### src/hw/rtl/aessb_pkg.sv
`default_nettype none

package aessb_pkg;

  // Pipeline depth: input/affine stage, three multiply stages, output stage
  localparam int NUM_STAGES = 5;

  localparam logic [7:0] GF_POLY      = 8'h1B;
  localparam logic [7:0] AFFINE_FWD_C = 8'h63;
  localparam logic [7:0] AFFINE_INV_C = 8'h05;

  typedef enum logic {
    OP_FWD = 1'b0,
    OP_INV = 1'b1
  } aessb_op_t;

  // Per-stage occupancy and load enables
  typedef struct packed {
    logic [NUM_STAGES-1:0] valid;
    logic [NUM_STAGES-1:0] load;
  } aessb_ctl_t;

  function automatic logic [7:0] rotl8(input logic [7:0] b, input int k);
    logic [15:0] d;
    d = {b, b} << k;
    return d[15:8];
  endfunction

  function automatic logic [7:0] gf_mul(input logic [7:0] a, input logic [7:0] b);
    logic [7:0] acc;
    logic [7:0] aa;
    acc = '0;
    aa  = a;
    for (int i = 0; i < 8; i++) begin
      if (b[i]) begin
        acc = acc ^ aa;
      end
      aa = {aa[6:0], 1'b0} ^ (aa[7] ? GF_POLY : 8'h00);
    end
    return acc;
  endfunction

  function automatic logic [7:0] gf_sq(input logic [7:0] a);
    return gf_mul(a, a);
  endfunction

  function automatic logic [7:0] affine_fwd(input logic [7:0] b);
    return b ^ rotl8(b, 1) ^ rotl8(b, 2) ^ rotl8(b, 3) ^ rotl8(b, 4) ^ AFFINE_FWD_C;
  endfunction

  function automatic logic [7:0] affine_inv(input logic [7:0] b);
    return rotl8(b, 1) ^ rotl8(b, 3) ^ rotl8(b, 6) ^ AFFINE_INV_C;
  endfunction

endpackage

`default_nettype wire

### src/hw/rtl/aes_sbox_forward_inverse.sv
// AES byte substitution, forward S-box and inverse S-box.
//
// Input channel: in_valid / in_stall carry one word per accepted cycle,
// made of in_operation (0 forward, 1 inverse) and the byte in_value_in.
// Output channel: out_valid / out_stall carry out_value_out, one result
// word for every input word, in order.
// A word is taken at a rising edge with valid high and stall low.
//
// Throughput is one word per cycle while out_stall is low. The depth is set
// by the four GF(2^8) multiplies of the x^254 inversion chain, one per
// register stage after the first; the inverse affine map fills the first
// stage and the forward affine map shares the last.
//
// Reset (synchronous, rst_n low) empties every stage; nothing else is held.
// While out_stall is high the pipeline holds its words; empty stages still
// fill, and in_stall rises only when every stage is occupied.
`default_nettype none

module aes_sbox_forward_inverse
  import aessb_pkg::*;
(
  input  wire logic       clk,
  input  wire logic       rst_n,
  input  wire logic       in_valid,
  output logic            in_stall,
  input  wire logic       in_operation,
  input  wire logic [7:0] in_value_in,
  output logic            out_valid,
  input  wire logic       out_stall,
  output logic      [7:0] out_value_out
);

  aessb_ctl_t ctl;

  // Valid bits and load enables for each stage
  aessb_pipe_ctl u_ctl (
    .clk       (clk),
    .rst_n     (rst_n),
    .in_valid  (in_valid),
    .out_stall (out_stall),
    .ctl       (ctl)
  );

  // Affine maps and the exponentiation chain
  aessb_datapath u_dp (
    .clk           (clk),
    .ctl           (ctl),
    .in_operation  (in_operation),
    .in_value_in   (in_value_in),
    .out_value_out (out_value_out)
  );

  // Hold the input off only when the first stage cannot load
  assign in_stall  = !ctl.load[0];
  assign out_valid = ctl.valid[NUM_STAGES-1];

endmodule

`default_nettype wire

### src/hw/rtl/aessb_pipe_ctl.sv
`default_nettype none

module aessb_pipe_ctl
  import aessb_pkg::*;
(
  input  wire logic clk,
  input  wire logic rst_n,
  input  wire logic in_valid,
  input  wire logic out_stall,
  output aessb_ctl_t ctl
);

  logic [NUM_STAGES-1:0] valid_r;
  logic [NUM_STAGES-1:0] valid_nxt;
  logic [NUM_STAGES-1:0] load;

  // A stage loads when empty or when its word moves on this cycle
  always_comb begin
    load[NUM_STAGES-1] = !valid_r[NUM_STAGES-1] || !out_stall;
    for (int i = NUM_STAGES - 2; i >= 0; i--) begin
      load[i] = !valid_r[i] || load[i+1];
    end
  end

  always_comb begin
    valid_nxt[0] = load[0] ? in_valid : valid_r[0];
    for (int i = 1; i < NUM_STAGES; i++) begin
      valid_nxt[i] = load[i] ? valid_r[i-1] : valid_r[i];
    end
  end

  always_ff @(posedge clk) begin
    if (!rst_n) begin
      valid_r <= '0;
    end else begin
      valid_r <= valid_nxt;
    end
  end

  assign ctl.valid = valid_r;
  assign ctl.load  = load;

endmodule

`default_nettype wire

### src/hw/rtl/aessb_datapath.sv
`default_nettype none

module aessb_datapath
  import aessb_pkg::*;
(
  input  wire logic       clk,
  input  wire aessb_ctl_t ctl,
  input  wire logic       in_operation,
  input  wire logic [7:0] in_value_in,
  output logic      [7:0] out_value_out
);

  // Field inverse as x^254 = x^252 * x^2, built from x^3, x^15, x^252
  aessb_op_t  op0_r, op1_r, op2_r, op3_r;
  logic [7:0] x0_r;
  logic [7:0] x2_1_r, x3_1_r;
  logic [7:0] x2_2_r, x12_2_r, x15_2_r;
  logic [7:0] x2_3_r, x252_3_r;
  logic [7:0] res4_r;

  logic [7:0] x2_1_nxt, x3_1_nxt;
  logic [7:0] x12_2_nxt, x15_2_nxt;
  logic [7:0] x240_3, x252_3_nxt;
  logic [7:0] inv_4, res4_nxt;
  logic [7:0] x0_nxt;

  always_comb begin
    x0_nxt     = (aessb_op_t'(in_operation) == OP_INV) ? affine_inv(in_value_in) : in_value_in;
    x2_1_nxt   = gf_sq(x0_r);
    x3_1_nxt   = gf_mul(x2_1_nxt, x0_r);
    x12_2_nxt  = gf_sq(gf_sq(x3_1_r));
    x15_2_nxt  = gf_mul(x12_2_nxt, x3_1_r);
    x240_3     = gf_sq(gf_sq(gf_sq(gf_sq(x15_2_r))));
    x252_3_nxt = gf_mul(x240_3, x12_2_r);
    inv_4      = gf_mul(x252_3_r, x2_3_r);
    res4_nxt   = (op3_r == OP_FWD) ? affine_fwd(inv_4) : inv_4;
  end

  always_ff @(posedge clk) begin
    if (ctl.load[0]) begin
      op0_r <= aessb_op_t'(in_operation);
      x0_r  <= x0_nxt;
    end
    if (ctl.load[1]) begin
      op1_r  <= op0_r;
      x2_1_r <= x2_1_nxt;
      x3_1_r <= x3_1_nxt;
    end
    if (ctl.load[2]) begin
      op2_r   <= op1_r;
      x2_2_r  <= x2_1_r;
      x12_2_r <= x12_2_nxt;
      x15_2_r <= x15_2_nxt;
    end
    if (ctl.load[3]) begin
      op3_r    <= op2_r;
      x2_3_r   <= x2_2_r;
      x252_3_r <= x252_3_nxt;
    end
    if (ctl.load[4]) begin
      res4_r <= res4_nxt;
    end
  end

  assign out_value_out = res4_r;

endmodule

`default_nettype wire

### config.mk
export PLATFORM = sky130hd
export DESIGN_NAME = aes_sbox_forward_inverse
export DESIGN_NICKNAME = d
export VERILOG_FILES = /design/src/hw/rtl/aessb_pkg.sv /design/src/hw/rtl/aes_sbox_forward_inverse.sv /design/src/hw/rtl/aessb_pipe_ctl.sv /design/src/hw/rtl/aessb_datapath.sv
export SDC_FILE = /design/constraint.sdc
export NUM_CORES = 1
export LEC_CHECK = 0
export ABC_CLOCK_PERIOD_IN_PS = 8250
export BUFFER_PORTS_ARGS = -buffer_cell sky130_fd_sc_hd__buf_4
export CORE_MARGIN = 2
export CORE_UTILIZATION = 40
export DETAILED_ROUTE_END_ITERATION = 8
export HOLD_SLACK_MARGIN = 0.12
export PLACE_DENSITY = 0.67
export SYNTH_ARGS = -nofsm -noshare
export SYNTH_HDL_FRONTEND = slang
export SYNTH_SLANG_ARGS = --single-unit
### constraint.sdc
create_clock -name clk -period 8.25 [get_ports clk]
set_input_delay 0.4125 -clock clk [delete_from_list [all_inputs] [get_ports clk]]
set_output_delay 0.4125 -clock clk [all_outputs]
set_load 0.1 [all_outputs]
==> impl_metrics.toml <==
[status]
status = "finished clean"

[cts]
cts_hold_buffers = 0
clkTransAtPathRegs_ns = 0.06
cts_buffer_depth = 2
cts_buffers = 9
root_buffer = "clkbuf_16"
cts_tree = "built"
insertion_delay_ns = 0.34
cts_sinks = 81
htreeDepth = 3

[hold_path]
hold_start = "in_valid"
hp-class = "input pin to register"
worstHoldPathCells = 2
holdPathEnd = "u_ctl.valid_r[0]"

[synthesis]
synth_top_family_by_area = "XOR/XNOR gates"
yosys_most_used_dff = "edfxtp_1"
synth-seq-cells = 81
syn_inst = 1512
synthSimpleGateAreaFrac_pct = 17.4
synth_area_um2 = 12400
syn_nets = 1532
seq_area_frac_synth_pct = 19.3
synth_edf_count = 76
synthXorXnorAreaFrac_pct = 42.8
ys_types = 74
synth-compound-area-share_pct = 12.4
synthAdderAreaFrac_pct = 0.708
async_flop_share_pct = 0
synthMuxAreaShare_pct = 3.60
syn_area_per_cell_um2 = 8.18
yosys_warnings = 0

[timing]
tightest_slew_ns = 1.17
setup_tns_ns = 0
setup_viol = 0
worst_slack_ns = 0.366
final_max_slew_viol_count = 0
min_period_ns = 7.88
fmax_mhz = 127
hold_viol = 0
relSlewSlack_pct = 21.7
min_period_over_period_pct = 95.6
finalClockSkew_ns = 0.00716

[cells_and_area]
fill_cells = 2883
utilization_pct = 44.5
nets = 1537
drive_above_1_share_pct = 10.8
final_cell_area_um2 = 13600
area_delta_synth_final_pct = 9.87
antenna_cells = 0

[floorplan]
die_w_um = 180
chipHeight_um = 180
die_area_um2 = 32300
io_pins = 23
start_util_pct = 40.5
rows = 64
core_area_um2 = 30500

[setup_path]
rr_worst_depth = 26
r2r_end = "u_dp.x252_3_r[4]"
crit_start = "u_dp.x15_2_r[0]"
cp_data_required_time_ns = 8.33
critPathArrivalTime_ns = 7.96
reg2reg_slack_ns = 0.37
critical_path_class = "register to register"
r2r_start = "u_dp.x15_2_r[0]"
cp-end-kind = "register"
startpoint_type = "register"
worstPathMaxFanout = 7

[route]
ant_nets = 0
wl_per_cell_um = 14.5
drtIter0Drc = 693
dr.pass1.iters = 5
vias_per_cell = 5.30
drt_wl_total_um = 27900
vias = 10167
remaining_drc_errors = 0

[global_route]
grt_first_pass_wirelength_um = 47300
grt_antenna_before_repair = 0
gr-total-overflow = 0
grt_pass1_vias = 9590
grt_max_degree = 26
grt_usage_pct = 17.0

[placed_design]
dpl_cell_area_um2 = 13000
place_ws_ns = 0.0346
gp_congestion = 0.921
hpwl_um = 20200
portBuffers = 22

[run]
drv_cap = 0
[cell families (layout without fill, tap and decap cells)]
group	after synthesis	after routing
simple gates	497	497
flops	81	81
fa+ha+maj	7	7
compound gates	223	223
xor+xnor	542	542
buf+inv	119	129
mux	43	43
[area by class of cell]
cell class / count / area [um^2] / area share [%]
clock buffer: 13 / 304 / 2.24
timing repair buffer: 77 / 603 / 4.44
clock inverter: 3 / 25.0 / 0.184
sequential: 81 / 2380 / 17.5
tap: 396 / 495 / 3.65
inverter: 36 / 135 / 0.994
multi-input combinational: 1312 / 9650 / 71.0
[how the worst max path moves through the flow]
stage | cells past startpoint | to | slack (ns)
floorplan | 32 | u_dp.x252_3_r[3] | 0.28
global placement | 25 | u_dp.x252_3_r[1] | 0.23
detailed placement | 28 | u_dp.x252_3_r[3] | 0.03
CTS | 28 | u_dp.x252_3_r[3] | 0.01
global route | 32 | u_dp.x252_3_r[4] | -0.004
finish | 26 | u_dp.x252_3_r[4] | 0.37
[critical path, cell delays in order, from the launching register on]
cell and delay (ns):
edfxtp_1 0.47, ha_1 0.43, xnor2_2 0.25, mux2i_1 0.25, xnor2_1 0.14, xnor2_2 0.33
xnor3_2 0.44, xor3_1 0.41, o22a_1 0.23, or3_1 0.44, and3_1 0.23, or4_1 0.41
a31oi_2 0.27, xnor2_2 0.14, and3_1 0.26, or2_1 0.34, a221o_1 0.37, a221oi_2 0.24
xnor3_1 0.50, xor2_4 0.18, buf_12 0.15, buf_12 0.12, xnor2_4 0.20, xor2_2 0.20
nand2_1 0.11, xnor2_2 0.17, xnor3_1 0.33
[stage by stage]
| stage | std cells | hold slack (ns) |
|---|---|---|
| floorplan | 1512 | 0.400 |
| global placement | 1892 | 0.401 |
| detailed placement | 1892 | 0.405 |
| CTS | 1908 | 0.290 |
| global route | 1918 | 0.287 |
| finish | 1918 | 0.291 |
[synth_stat cells, types with 6 or more instances]
| cell type | number | area share, % |
|---|---|---|
| o21ai_0 | 44 | 1.8 |
| nor3_1 | 21 | 0.85 |
| o221ai_1 | 10 | 0.71 |
| nand4_1 | 7 | 0.35 |
| edfxtp_1 | 76 | 18 |
| inv_1 | 30 | 0.91 |
| xnor2_2 | 11 | 1.4 |
| nand2_1 | 262 | 8.0 |
| o22ai_1 | 13 | 0.66 |
| xnor2_1 | 364 | 26 |
| mux2i_1 | 31 | 2.5 |
| nor2b_1 | 17 | 0.86 |
| clkbuf_1 | 56 | 1.7 |
| a31oi_1 | 12 | 0.61 |
| a211oi_1 | 12 | 0.73 |
| and3_1 | 7 | 0.35 |
| or3_1 | 7 | 0.35 |
| a22oi_1 | 15 | 0.91 |
| mux2_2 | 12 | 1.1 |
| xnor3_1 | 17 | 3.1 |
| nor3b_1 | 6 | 0.36 |
| nand3_1 | 20 | 0.81 |
| o21a_1 | 8 | 0.49 |
| buf_2 | 18 | 0.73 |
| nor2_1 | 112 | 3.4 |
| ha_1 | 7 | 0.71 |
| nor4_1 | 6 | 0.30 |
| xor2_1 | 133 | 9.4 |
| a21oi_1 | 56 | 2.3 |
| buf_1 | 6 | 0.18 |
| o211ai_1 | 6 | 0.36 |
| xor3_1 | 7 | 1.3 |
| nand2b_1 | 18 | 0.91 |
[placed cells by master (no fill, tap or decap), types with 8 or more instances in the layout]
master / instances
mux2i_1: 31
edfxtp_1: 76
xor2_1: 133
mux2_2: 12
a22oi_1: 15
o22ai_1: 13
clkbuf_16: 12
nand3_1: 20
o21a_1: 8
a21oi_1: 55
nand2b_1: 18
nor3_1: 19
a211oi_1: 11
nand2_1: 260
inv_1: 30
nor2_1: 110
o21ai_0: 44
xnor2_2: 20
nor2b_1: 17
buf_4: 75
a31oi_1: 11
xnor3_1: 13
o221ai_1: 10
xnor2_1: 354
[routing by layer]
layer  up-vias  global-route usage (%)  wire length [um]
met5         -                       0                 0
met4         0                    4.36               414
met3        39                    1.28               810
met2       200                    28.5             13400
met1      4855                    23.6             13300
li1       5073                       -                 -
[sequential cells by signal, indices dropped and copies added, names as in the netlist, 5 cells and up]
register,flops
u_dp.out_value_out,8
u_dp.x0_r,8
u_dp.x12_2_r,8
u_dp.x15_2_r,8
u_dp.x252_3_r,8
u_dp.x2_1_r,8
u_dp.x2_2_r,8
u_dp.x2_3_r,8
u_dp.x3_1_r,8
u_ctl.valid_r,5
[repair_timing]
item	in CTS	in global routing
resized for setup	0	27
setup endpoints to repair	0	8
buffers inserted	0	10
Power is left out: the tool's default activity adds up to more than one toggle a clock period on the data nets, which glitch-free logic cannot reach.
